`src/hdl/mrrd_pkg.sv`:
```
// ----------------------------------------------------------------------------
// Mesh relay route and dedup package
// Constants, codes, the route memory request type and the relay mask function.
// ----------------------------------------------------------------------------
package mrrd_pkg;

  localparam int NumCh      = 6;
  localparam int MaxPayload = 32;
  localparam int DedupDepth = 8;
  localparam int DedupW     = $clog2(DedupDepth);
  localparam int RouteDepth = 256;

  localparam logic [7:0] AddrAll      = 8'hff;
  localparam logic [7:0] AddrNeighbor = 8'hfe;
  localparam logic [7:0] CmdAckReq    = 8'hf1;
  localparam logic [7:0] CmdOffline   = 8'hf2;
  localparam logic [7:0] OwnReset     = 8'h06;
  localparam logic [2:0] NoRoute      = 3'd7;

  localparam logic [1:0] StatusBad     = 2'd0;
  localparam logic [1:0] StatusDup     = 2'd1;
  localparam logic [1:0] StatusAccept  = 2'd2;
  localparam logic [1:0] StatusCleared = 2'd3;

  typedef struct packed {
    logic       re;
    logic [7:0] raddr;
    logic       we;
    logic [7:0] waddr;
    logic [2:0] wdata;
  } rt_req_t;

  // relay mask for route entry r; excl drops channel from when flooding
  function automatic logic [NumCh-1:0] route_mask(logic [2:0] r, logic [NumCh-1:0] act,
                                                  logic excl, logic [2:0] from);
    logic [NumCh-1:0] m;
    m = '0;
    if (r != 3'd0 && r < 3'(NumCh)) begin
      m[r] = act[r];
    end else begin
      for (int i = 0; i < NumCh; i++) begin
        if (act[i] && !(excl && from == 3'(i))) begin
          m[i] = 1'b1;
        end
      end
    end
    return m;
  endfunction

endpackage

```
`src/hdl/mesh_relay_route_and_dedup_unit.sv`:
```
// ----------------------------------------------------------------------------
// Mesh relay route and dedup unit
// Checks, deduplicates and routes one received packet header per word.
// ----------------------------------------------------------------------------
// Each input word is a packet header or a channel-silence notice (tuser) and
// yields exactly one result word. An accepted packet passes the evaluate and
// learn states before the unit is ready again: acceptance issues the route
// table read, the evaluate state uses the read data and may write a removed
// route, and the learn state writes the route learned for the source. Dropped
// packets and silence notices skip the learn state. The route table is a
// synchronous memory with one read and one write port, hence these separate
// steps; a full result register stalls evaluation until the result is taken.
// The route table is usable straight out of reset, with no clearing pass.
module mesh_relay_route_and_dedup_unit
  import mrrd_pkg::*;
(
  input  logic        clk_i,
  input  logic        rst_ni,
  input  logic        cfg_we_i,
  input  logic [7:0]  cfg_wdata_i,     // own_address
  input  logic        s_axis_tvalid_i,
  output logic        s_axis_tready_o,
  // channel, src_addr, dst_addr, payload_length, serial, payload_sum,
  // check_byte, first_byte, second_byte
  input  logic [71:0] s_axis_tdata_i,
  input  logic        s_axis_tuser_i,  // action
  output logic        m_axis_tvalid_o,
  input  logic        m_axis_tready_i,
  // forward_mask, deliver_local, reply_valid, reply_mask, reply_serial,
  // reply_checksum
  output logic [31:0] m_axis_tdata_o,
  output logic [1:0]  m_axis_tuser_o   // status
);

  localparam logic [1:0] S_IDLE  = 2'd0;
  localparam logic [1:0] S_EVAL  = 2'd1;
  localparam logic [1:0] S_LEARN = 2'd2;

  logic [1:0]        state_q, state_d;
  logic [7:0]        own_q;
  logic [66:0]       item_q;
  logic              action_q;
  logic [31:0]       ring_q [DedupDepth];
  logic [DedupDepth-1:0] ring_vld_q;
  logic [DedupW-1:0] wptr_q;
  logic [NumCh-1:0]  active_q, active_d;
  logic [7:0]        serial_q;
  logic              out_valid_q;
  logic [31:0]       out_data_q;
  logic [1:0]        out_user_q;

  rt_req_t    rt_req;
  logic [2:0] rt_rdata;

  logic       in_acc, go;
  logic [7:0] in_dst;
  logic       in_local;

  logic [2:0] ch;
  logic [7:0] src, dst, len, ser, psum, chk, b0, b1, sum_w, arg;
  logic [31:0] hdr;
  logic       ch_ok, bad, dup, is_local, reply, offline, accept;
  logic [1:0] status;
  logic [NumCh-1:0] fwd, rmask;
  logic [7:0] rsum;

  mrrd_route_mem u_route_mem (
    .clk_i   (clk_i),
    .rst_ni  (rst_ni),
    .req_i   (rt_req),
    .rdata_o (rt_rdata)
  );

  assign s_axis_tready_o = (state_q == S_IDLE);
  assign in_acc          = s_axis_tvalid_i && s_axis_tready_o;
  assign in_dst          = s_axis_tdata_i[18:11];
  assign in_local        = (in_dst == AddrAll) || (in_dst == AddrNeighbor) || (in_dst == own_q);

  assign ch   = item_q[2:0];
  assign src  = item_q[10:3];
  assign dst  = item_q[18:11];
  assign len  = item_q[26:19];
  assign ser  = item_q[34:27];
  assign psum = item_q[42:35];
  assign chk  = item_q[50:43];
  assign b0   = item_q[58:51];
  assign b1   = item_q[66:59];

  assign go = (state_q == S_EVAL) && (!out_valid_q || m_axis_tready_i);

  always_comb begin
    sum_w    = src + dst + len + ser + psum;
    ch_ok    = ch < 3'(NumCh);
    bad      = !ch_ok || (len > 8'(MaxPayload)) || (sum_w != chk);
    hdr      = {ser, len, dst, src};
    dup      = 1'b0;
    for (int i = 0; i < DedupDepth; i++) begin
      if (ring_vld_q[i] && ring_q[i] == hdr) begin
        dup = 1'b1;
      end
    end
    is_local = (dst == AddrAll) || (dst == AddrNeighbor) || (dst == own_q);
    accept   = !action_q && !bad && !dup;
    reply    = accept && is_local && (len != 8'd0) && (b0 == CmdAckReq);
    offline  = accept && is_local && (len != 8'd0) && (b0 == CmdOffline);
    arg      = (len == 8'd1) ? chk : b1;

    if (action_q) begin
      status = StatusCleared;
    end else if (bad) begin
      status = StatusBad;
    end else if (dup) begin
      status = StatusDup;
    end else begin
      status = StatusAccept;
    end

    fwd = '0;
    if (accept) begin
      if (dst == AddrAll) begin
        fwd = route_mask(3'd0, active_q, 1'b1, ch);
      end else if (!is_local) begin
        fwd = route_mask(rt_rdata, active_q, 1'b1, ch);
      end
    end
    rmask = reply ? route_mask(rt_rdata, active_q, 1'b0, ch) : '0;
    rsum  = reply ? (own_q + src + serial_q) : 8'd0;

    active_d = active_q;
    if (action_q) begin
      if (ch_ok) begin
        active_d[ch] = 1'b0;
      end
    end else if (accept) begin
      active_d[ch] = 1'b1;
    end
  end

  always_comb begin
    rt_req.re    = in_acc;
    rt_req.raddr = in_local ? s_axis_tdata_i[10:3] : in_dst;
    rt_req.we    = 1'b0;
    rt_req.waddr = src;
    rt_req.wdata = ch;
    if (state_q == S_EVAL) begin
      rt_req.we    = go && offline;
      rt_req.waddr = arg;
      rt_req.wdata = NoRoute;
    end else if (state_q == S_LEARN) begin
      rt_req.we = 1'b1;
    end
  end

  always_comb begin
    state_d = state_q;
    case (state_q)
      S_IDLE:  if (in_acc) state_d = S_EVAL;
      S_EVAL:  if (go) state_d = accept ? S_LEARN : S_IDLE;
      S_LEARN: state_d = S_IDLE;
      default: state_d = S_IDLE;
    endcase
  end

  always_ff @(posedge clk_i) begin
    if (in_acc) begin
      item_q   <= s_axis_tdata_i[66:0];
      action_q <= s_axis_tuser_i;
    end
    if (go && accept) begin
      ring_q[wptr_q] <= hdr;
    end
    if (go) begin
      out_user_q <= status;
      out_data_q <= {2'b00, rsum, (reply ? serial_q : 8'd0), rmask, reply,
                     accept && is_local, fwd};
    end
  end

  always_ff @(posedge clk_i or negedge rst_ni) begin
    if (!rst_ni) begin
      state_q     <= S_IDLE;
      own_q       <= OwnReset;
      ring_vld_q  <= '0;
      wptr_q      <= '0;
      active_q    <= '0;
      serial_q    <= '0;
      out_valid_q <= 1'b0;
    end else begin
      state_q <= state_d;
      if (cfg_we_i) begin
        own_q <= cfg_wdata_i;
      end
      if (go) begin
        active_q <= active_d;
        if (accept) begin
          ring_vld_q[wptr_q] <= 1'b1;
          wptr_q <= (wptr_q == DedupW'(DedupDepth - 1)) ? '0 : wptr_q + 1'b1;
        end
        if (reply) begin
          serial_q <= serial_q + 8'd1;
        end
      end
      if (go) begin
        out_valid_q <= 1'b1;
      end else if (m_axis_tready_i) begin
        out_valid_q <= 1'b0;
      end
    end
  end

  assign m_axis_tvalid_o = out_valid_q;
  assign m_axis_tdata_o  = out_data_q;
  assign m_axis_tuser_o  = out_user_q;

endmodule

```
`src/hdl/mrrd_route_mem.sv`:
```
// ----------------------------------------------------------------------------
// Mesh relay route memory
// 256 x 3 route table, one write and one registered read port, per-entry
// valid bits so that an unwritten entry reads as no route.
// ----------------------------------------------------------------------------
module mrrd_route_mem
  import mrrd_pkg::*;
(
  input  logic       clk_i,
  input  logic       rst_ni,
  input  rt_req_t    req_i,
  output logic [2:0] rdata_o
);

  logic [2:0]            mem_q [RouteDepth];
  logic [RouteDepth-1:0] vld_q;
  logic [2:0]            rd_q;
  logic                  rd_vld_q;

  always_ff @(posedge clk_i) begin
    if (req_i.we) begin
      mem_q[req_i.waddr] <= req_i.wdata;
    end
    if (req_i.re) begin
      rd_q <= mem_q[req_i.raddr];
    end
  end

  always_ff @(posedge clk_i or negedge rst_ni) begin
    if (!rst_ni) begin
      vld_q    <= '0;
      rd_vld_q <= 1'b0;
    end else begin
      if (req_i.we) begin
        vld_q[req_i.waddr] <= 1'b1;
      end
      if (req_i.re) begin
        rd_vld_q <= vld_q[req_i.raddr];
      end
    end
  end

  assign rdata_o = rd_vld_q ? rd_q : NoRoute;

endmodule

```
`config.mk`:
```
export PLATFORM = sky130hd
export DESIGN_NAME = mesh_relay_route_and_dedup_unit
export DESIGN_NICKNAME = d
export VERILOG_FILES = /design/src/hdl/mrrd_pkg.sv /design/src/hdl/mesh_relay_route_and_dedup_unit.sv /design/src/hdl/mrrd_route_mem.sv
export SDC_FILE = /design/constraint.sdc
export NUM_CORES = 2
export LEC_CHECK = 0
export ABC_CLOCK_PERIOD_IN_PS = 6900
export BUFFER_PORTS_ARGS = -buffer_cell sky130_fd_sc_hd__buf_2
export CAP_MARGIN = 25
export CORE_MARGIN = 2
export CORE_UTILIZATION = 30
export CTS_CLUSTER_DIAMETER = 50
export DETAILED_ROUTE_END_ITERATION = 10
export PLACE_DENSITY = 0.43
export SLEW_MARGIN = 20
export SYNTH_ARGS = -nofsm -noshare
export SYNTH_HDL_FRONTEND = slang
export SYNTH_SLANG_ARGS = --single-unit
```
`constraint.sdc`:
```
create_clock -name clk_i -period 6.9 [get_ports clk_i]
set_clock_uncertainty 0.1 [all_clocks]
set_input_delay 1.38 -clock clk_i [delete_from_list [all_inputs] [get_ports clk_i]]
set_output_delay 1.38 -clock clk_i [all_outputs]
set_load 0.01 [all_outputs]
```
== Word level (Yosys, flattened, before mapping) ==
Memory sizes are Yosys's and may differ from the RTL's. A register that Yosys moved wholly into a read port is not among the register bits.
Index checks and enable logic that the tools add are counted.
Word-level totals
  register bits: 393
  RAM bits: 1024
  input port bits: 86
  output and inout bits: 36
  logic and storage cells: 187
  memories kept: 2
Memories
  u_route_mem.mem_q: depth 256, width 3, read ports 1, clocked after Yosys merged registers in 1, wr ports 1, RTL line mrrd_route_mem.sv:15  | logic [2:0] mem_q [RouteDepth];
  ring_q: depth 8, width 32, read ports 8, clocked after Yosys merged registers in 0, wr ports 1, RTL line mesh_relay_route_and_dedup_unit.sv:43  | logic [31:0] ring_q [DedupDepth];
Operators by class
  add/sub/neg operators: 8
  $lt $le $gt $ge: 12
  equality and inequality tests: 29
  muxes and demuxes: 58
  bitwise logic cells: 6
  reductions and logical operators: 57
Operator list (number)
  $eq A32 B32 Y1: 8
  $or A256 B256 Y256: 1
  $add A8 B8 Y8: 6
  $eq A8 B8 Y1 const B: 6
  $mux W6: 7
  $mux W1: 34
  $logic_and A1 B1 Y1: 29
  $lt A8 B9 Y1 const B: 2
  $eq A8 B8 Y1: 2
  $mux W8: 2
  $and A6 B6 Y6: 2
  $lt A3 B4 Y1 const B: 3
  $logic_not A1 Y1: 11
  $mux W11: 1
  $mux W2: 5
  $demux W1 S3: 3
  $eq A3 B3 Y1 const B: 3
  $ge A3 B1 Y1 const B: 3
  $add A8 B1 Y8 const B: 1
  $bmux W1 S8: 1
  $demux W1 S8: 1
  $eq A8 B1 Y1 const B: 1
  $ge A8 B1 Y1 const B: 1
  $gt A8 B6 Y1 const B: 1
  other kinds (23): 36

== Depth between registers and ports, before layout ==
An unclocked memory read counts as a cell.
  word-level depth: 20
  depth in mapped cells: 20
  depth with buffers taken out: 18

== Modules after synthesis ==
A second synthesis with hierarchy kept.
Second synthesis, totals
  cell total of the unflattened synthesis: 3573
  area total of the unflattened synthesis: 59133.0 µm²
Modules (own cells, without submodules)
  mrrd_route_mem: times used 1, cells each 2270, area each 40705.3 µm², seq. area each 29583.4 µm²
  mesh_relay_route_and_dedup_unit: times used 1, cells each 1303, area each 18427.7 µm², seq. area each 11593.6 µm²

== Worst setup path after synthesis ==
OpenSTA, ideal clock, no wires.
  path type: reg-to-reg
  start: register item_q[4]
  end: memory ring_q[4][0], enable pin
  library setup time: 422 ps
  arrival: 5722 ps
  required time: 6378 ps
  setup slack: 656 ps
  cell stages (with the launch flop): 16
  path buffers: 0
  period minus slack after synthesis: 6244 ps
  cells stage by stage: edfxtp_1 -> fa_1 -> fa_1 -> fa_1 -> ha_1 -> inv_1 -> fa_1 -> xnor2_1 -> a2111oi_0 -> nand4_1 -> nor3_1 -> and3_1 -> nand3_2 -> nor2_1 -> nand2_1 -> nor2_1
Between the ends
  cells in the longest elaborated chain, start to end: 15
  elaborated cells on any way between the ends: 37
  classes of those cells: 4 x add/sub; 9 x eq/ne; 10 x mux; 14 x reduce/logical
RTL lines
  from (decl): RTL line mesh_relay_route_and_dedup_unit.sv:41  | logic [66:0] item_q;
  from (signal assigned): RTL line mesh_relay_route_and_dedup_unit.sv:166  | item_q <= s_axis_tdata_i[66:0];
  parallel branches: the longest is 11 deep, another holds $add A8 B8 Y8
  $logic_and A1 B1 Y1 *: RTL line mesh_relay_route_and_dedup_unit.sv:103  | accept = !action_q && !bad && !dup;
  $logic_and A1 B1 Y1 *: RTL line mesh_relay_route_and_dedup_unit.sv:169  | if (go && accept) begin
  $mux W1 *: RTL line mesh_relay_route_and_dedup_unit.sv:169
  $mux W1 (not written as such) *: RTL line mesh_relay_route_and_dedup_unit.sv:170  | ring_q[wptr_q] <= hdr;
  to (decl): RTL line mesh_relay_route_and_dedup_unit.sv:43
Every way passes the cells marked *.

== Worst setup path after layout ==
  start: register item_q[20]
  end: memory u_route_mem.mem_q[169][1], enable pin
Between the ends
  cells in the longest elaborated chain, start to end: 19
  elaborated cells on any way between the ends: 46
  classes of those cells: 3 x add/sub; 1 x order compare; 10 x eq/ne; 13 x mux; 19 x reduce/logical
RTL lines (RTL line)
  parallel branches: the longest is 19 deep, another holds $add A8 B8 Y8
  to (decl): mrrd_route_mem.sv:15
Several ways; the timed one is not identified.

==> impl_metrics.tcl <==
set metrics [dict create \
    fin_nets 4924 \
    multi_input_area_mm2 0.0185 \
    grt_overflow_total 0 \
    start_util_pct 30.2 \
    vias 38026 \
    placed_cells 7280 \
    post-dp-hpwl_mm 117 \
    synth_edf_count 1127 \
    clock_path_buffers 3 \
    crit_chain "fa_1 -> fa_1 -> fa_1 -> ha_1 -> inv_1 -> fa_1 -> xnor2_1 -> a2111oi_0 -> nand4_1 -> nor3_1 -> nand4_1 -> or3_1 -> a2bb2oi_2 -> nor3b_2 -> nand2_1 -> buf_4 -> nor2_1" \
    r2r-start "item_q[20]" \
    drt_iter0_markers 3086 \
    numPortBuffers 114 \
    fmax_ghz 0.157 \
    finalCritPeriodShare_pct 92.6 \
    path_delay_family "adder cells" \
    synthArstFlopShare_pct 20.6 \
    crit_fanout 17 \
    tightest_slew_ns 1.04 \
    min_from "u_route_mem.vld_q[121]" \
    grt_start_max_net_pins 141 \
    grt_first_pass_wirelength_mm 276 \
    netlist_area_mm2 0.0610 \
    cts_max_level 4 \
    synth-main-ff-cell "edfxtp_1" \
    finalSetupViolCount 0 \
    slowest_delay_ns 0.56 \
    powerDensity_mw_per_mm2 295 \
    ys_warn_count 0 \
    regArea_mm2 0.0412 \
    wire_per_inst_um 25.2 \
    hold_viol 0 \
    core_mm2 0.202 \
    cp_data_arrival_time_ns 6.77 \
    io_pins 122 \
    critPathKind "reg -> reg" \
    fin_crit_ns 6.39 \
    rows 165 \
    dr.pass1.iters 5 \
    viasPerCell 4.99 \
    die-width_um 455 \
    final_layout_size_suffix_gt1_share_pct 14.1 \
    clock-sinks 1420 \
    synth.ff_latch_count 1420 \
    leakagePower_nw 25.2 \
    whs_path_depth 1 \
    startpoint_type "flip-flop" \
    wirelength_mm 192 \
    endpoint_kind "flip-flop" \
    drtAntennaViolNets 0 \
    rsz0062_at_grt "no" \
    min_to "u_route_mem.vld_q[121]" \
    hp-class "reg -> reg" \
    cp_num_cells 17 \
    crit_buf_inv 2 \
    cts_resized 0 \
    cts_tree "done" \
    worstRegToRegCells 17 \
    path_clk_slew_ns 0.06 \
    synth.distinct_cells 91 \
    cts_root_buf "clkbuf_16" \
    antenna_found_initial 15 \
    syn_area_per_cell_um2 13.2 \
    setup_slack_ns 0.511 \
    holdWs_ns 0.365 \
    place_ws_ns 0.567 \
    dieArea_mm2 0.207 \
    cts_made_buffers 183 \
    power.total_mw 21.0 \
    synth-seq-area-share_pct 67.5 \
    maxCapViolCount 0 \
    worstPathRequired_ns 7.28 \
    post_cts_buffers 0 \
    tns_ns 0 \
    finalNonFillerCells 7625 \
    gp_congestion 0.795 \
    finalMaxSlewViolations 0 \
    clk_latency_ns 0.82 \
    post-route-drc-count 0 \
    post_dp_cell_area_mm2 0.0652 \
    final_util_pct 35.2 \
    synthCells 4631 \
    peakVddDrop_v 0.000223 \
    outcome "finished clean" \
    ctsHoldBuffers 0 \
    cp_slowest_cell "fa_1" \
    final_area_mm2 0.0712 \
    grt_pass1_vias 38328 \
    worst_r2r_endpoint "u_route_mem.mem_q[169][1]" \
    die_y_um 455 \
    n_fill_cell 19577 \
    crit_top_cell "fa_1" \
    syn_to_final_growth_pct 16.6 \
    reg2reg_slack_ns 0.51 \
    grt_usage_pct 18.3 \
    slew_headroom_pct 29.8 \
]
state kept, by name (all words and copies together) (netlist names), named ones only:
name                  count
serial_q                  8
action_q                  1
u_route_mem.rd_q          3
ring_vld_q                8
m_axis_tdata_o           30
ring_q                  256
u_route_mem.vld_q       256
item_q                   67
u_route_mem.rd_vld_q      1
m_axis_tvalid_o           1
wptr_q                    3
m_axis_tuser_o            2
u_route_mem.mem_q       768
state_q                   2
own_q                     8
layer usage:
layer	track usage (%)	share of wire [%]	wire, µm
met1	24.6	45	85800
met2	30.5	48	92700
met3	2.66	4.2	8140
met4	5.79	2.9	5490
met5	0	0	0
cell usage after synthesis, types with 25 or more instances:
master       n  share of area, %
fa_1        28              0.92
o21ai_0     40              0.33
edfxtp_1  1127                55
xor2_1     156               2.2
buf_2      139               1.1
nor3_1      58              0.48
mux2_2      32              0.59
mux2i_1    224               3.7
or2_2       26              0.27
xnor2_1    143               2.1
nor2_1     336               2.1
nand3_1    251               2.1
nor4_1      82              0.84
a21oi_1    179               1.5
clkbuf_1   107              0.66
o21bai_1   240               3.0
nand4_1     64              0.66
inv_1       41              0.25
nand2_1    613               3.8
dfrtp_1    291                12
o221ai_1    79               1.1
buf_1       25              0.15
worst reg2reg max path, cell delays in order (launching register included):
cell	delay, ns
edfxtp_1	0.49
fa_1	0.56
fa_1	0.43
fa_1	0.51
ha_1	0.19
inv_1	0.07
fa_1	0.49
xnor2_1	0.15
a2111oi_0	0.40
nand4_1	0.15
nor3_1	0.35
nand4_1	0.24
or3_1	0.47
a2bb2oi_2	0.25
nor3b_2	0.31
nand2_1	0.29
buf_4	0.32
nor2_1	0.28
worst max path at each step:
stage / from / endpoint / slack, ns
CTS: item_q[20] / u_route_mem.mem_q[164][1] / 0.53
detailed placement: item_q[20] / u_route_mem.mem_q[168][0] / 0.57
floorplan: item_q[4] / ring_q[4][0] / 0.66
global route: item_q[20] / u_route_mem.mem_q[164][1] / 0.09
finish: item_q[20] / u_route_mem.mem_q[169][1] / 0.51
global placement: item_q[20] / u_route_mem.mem_q[161][2] / 0.66
where the power goes:
part           total [mW]  switching (mW)  internal [mW]  leakage, nW
combinational        2.08            1.48          0.600         8.24
sequential           9.58           0.103           9.48         14.1
clock                9.36            3.84           5.52         2.87
total                21.0            5.42           15.6         25.2
logic make-up (layout without fill, tap and decap cells):
logic type	Yosys count	count (layout)	synth area share [%]
compound gates	699	699	8.00
xor+xnor	300	300	4.32
fa+ha+maj	45	45	1.27
buf+inv	342	656	2.62
flops	1420	1420	67.5
mux	277	277	4.78
other cells	1	9	0.00614
simple gates	1547	1547	11.6
layout by cell type, fill, tap and decap left out, types with 19 or more instances in the layout:
cell,instances
buf_4,142
dfrtp_1,291
a211oi_1,20
nor3_1,58
nand2b_1,19
clkinvlp_4,20
or2_2,26
nor2_1,325
xnor2_1,143
a21oi_1,178
nand3_1,251
o221ai_1,79
nor4_1,82
buf_2,113
fa_1,28
clkbuf_16,189
nand2_1,593
buf_12,20
clkbuf_1,35
xor2_1,156
clkinv_2,25
o21bai_1,240
inv_1,40
o21ai_0,40
edfxtp_1,1127
mux2_2,32
mux2i_1,222
nand4_1,64
layout make-up:
type                       instances  area share (%)
antenna                            7          0.0246
timing repair buffer             276            2.88
inverter                          42           0.225
clock inverter                   109            1.45
multi-input combinational       2870            25.9
tap                             2672            4.70
sequential                      1420            57.9
clock buffer                     229            6.93
Power figures use the tool's default switching activity.
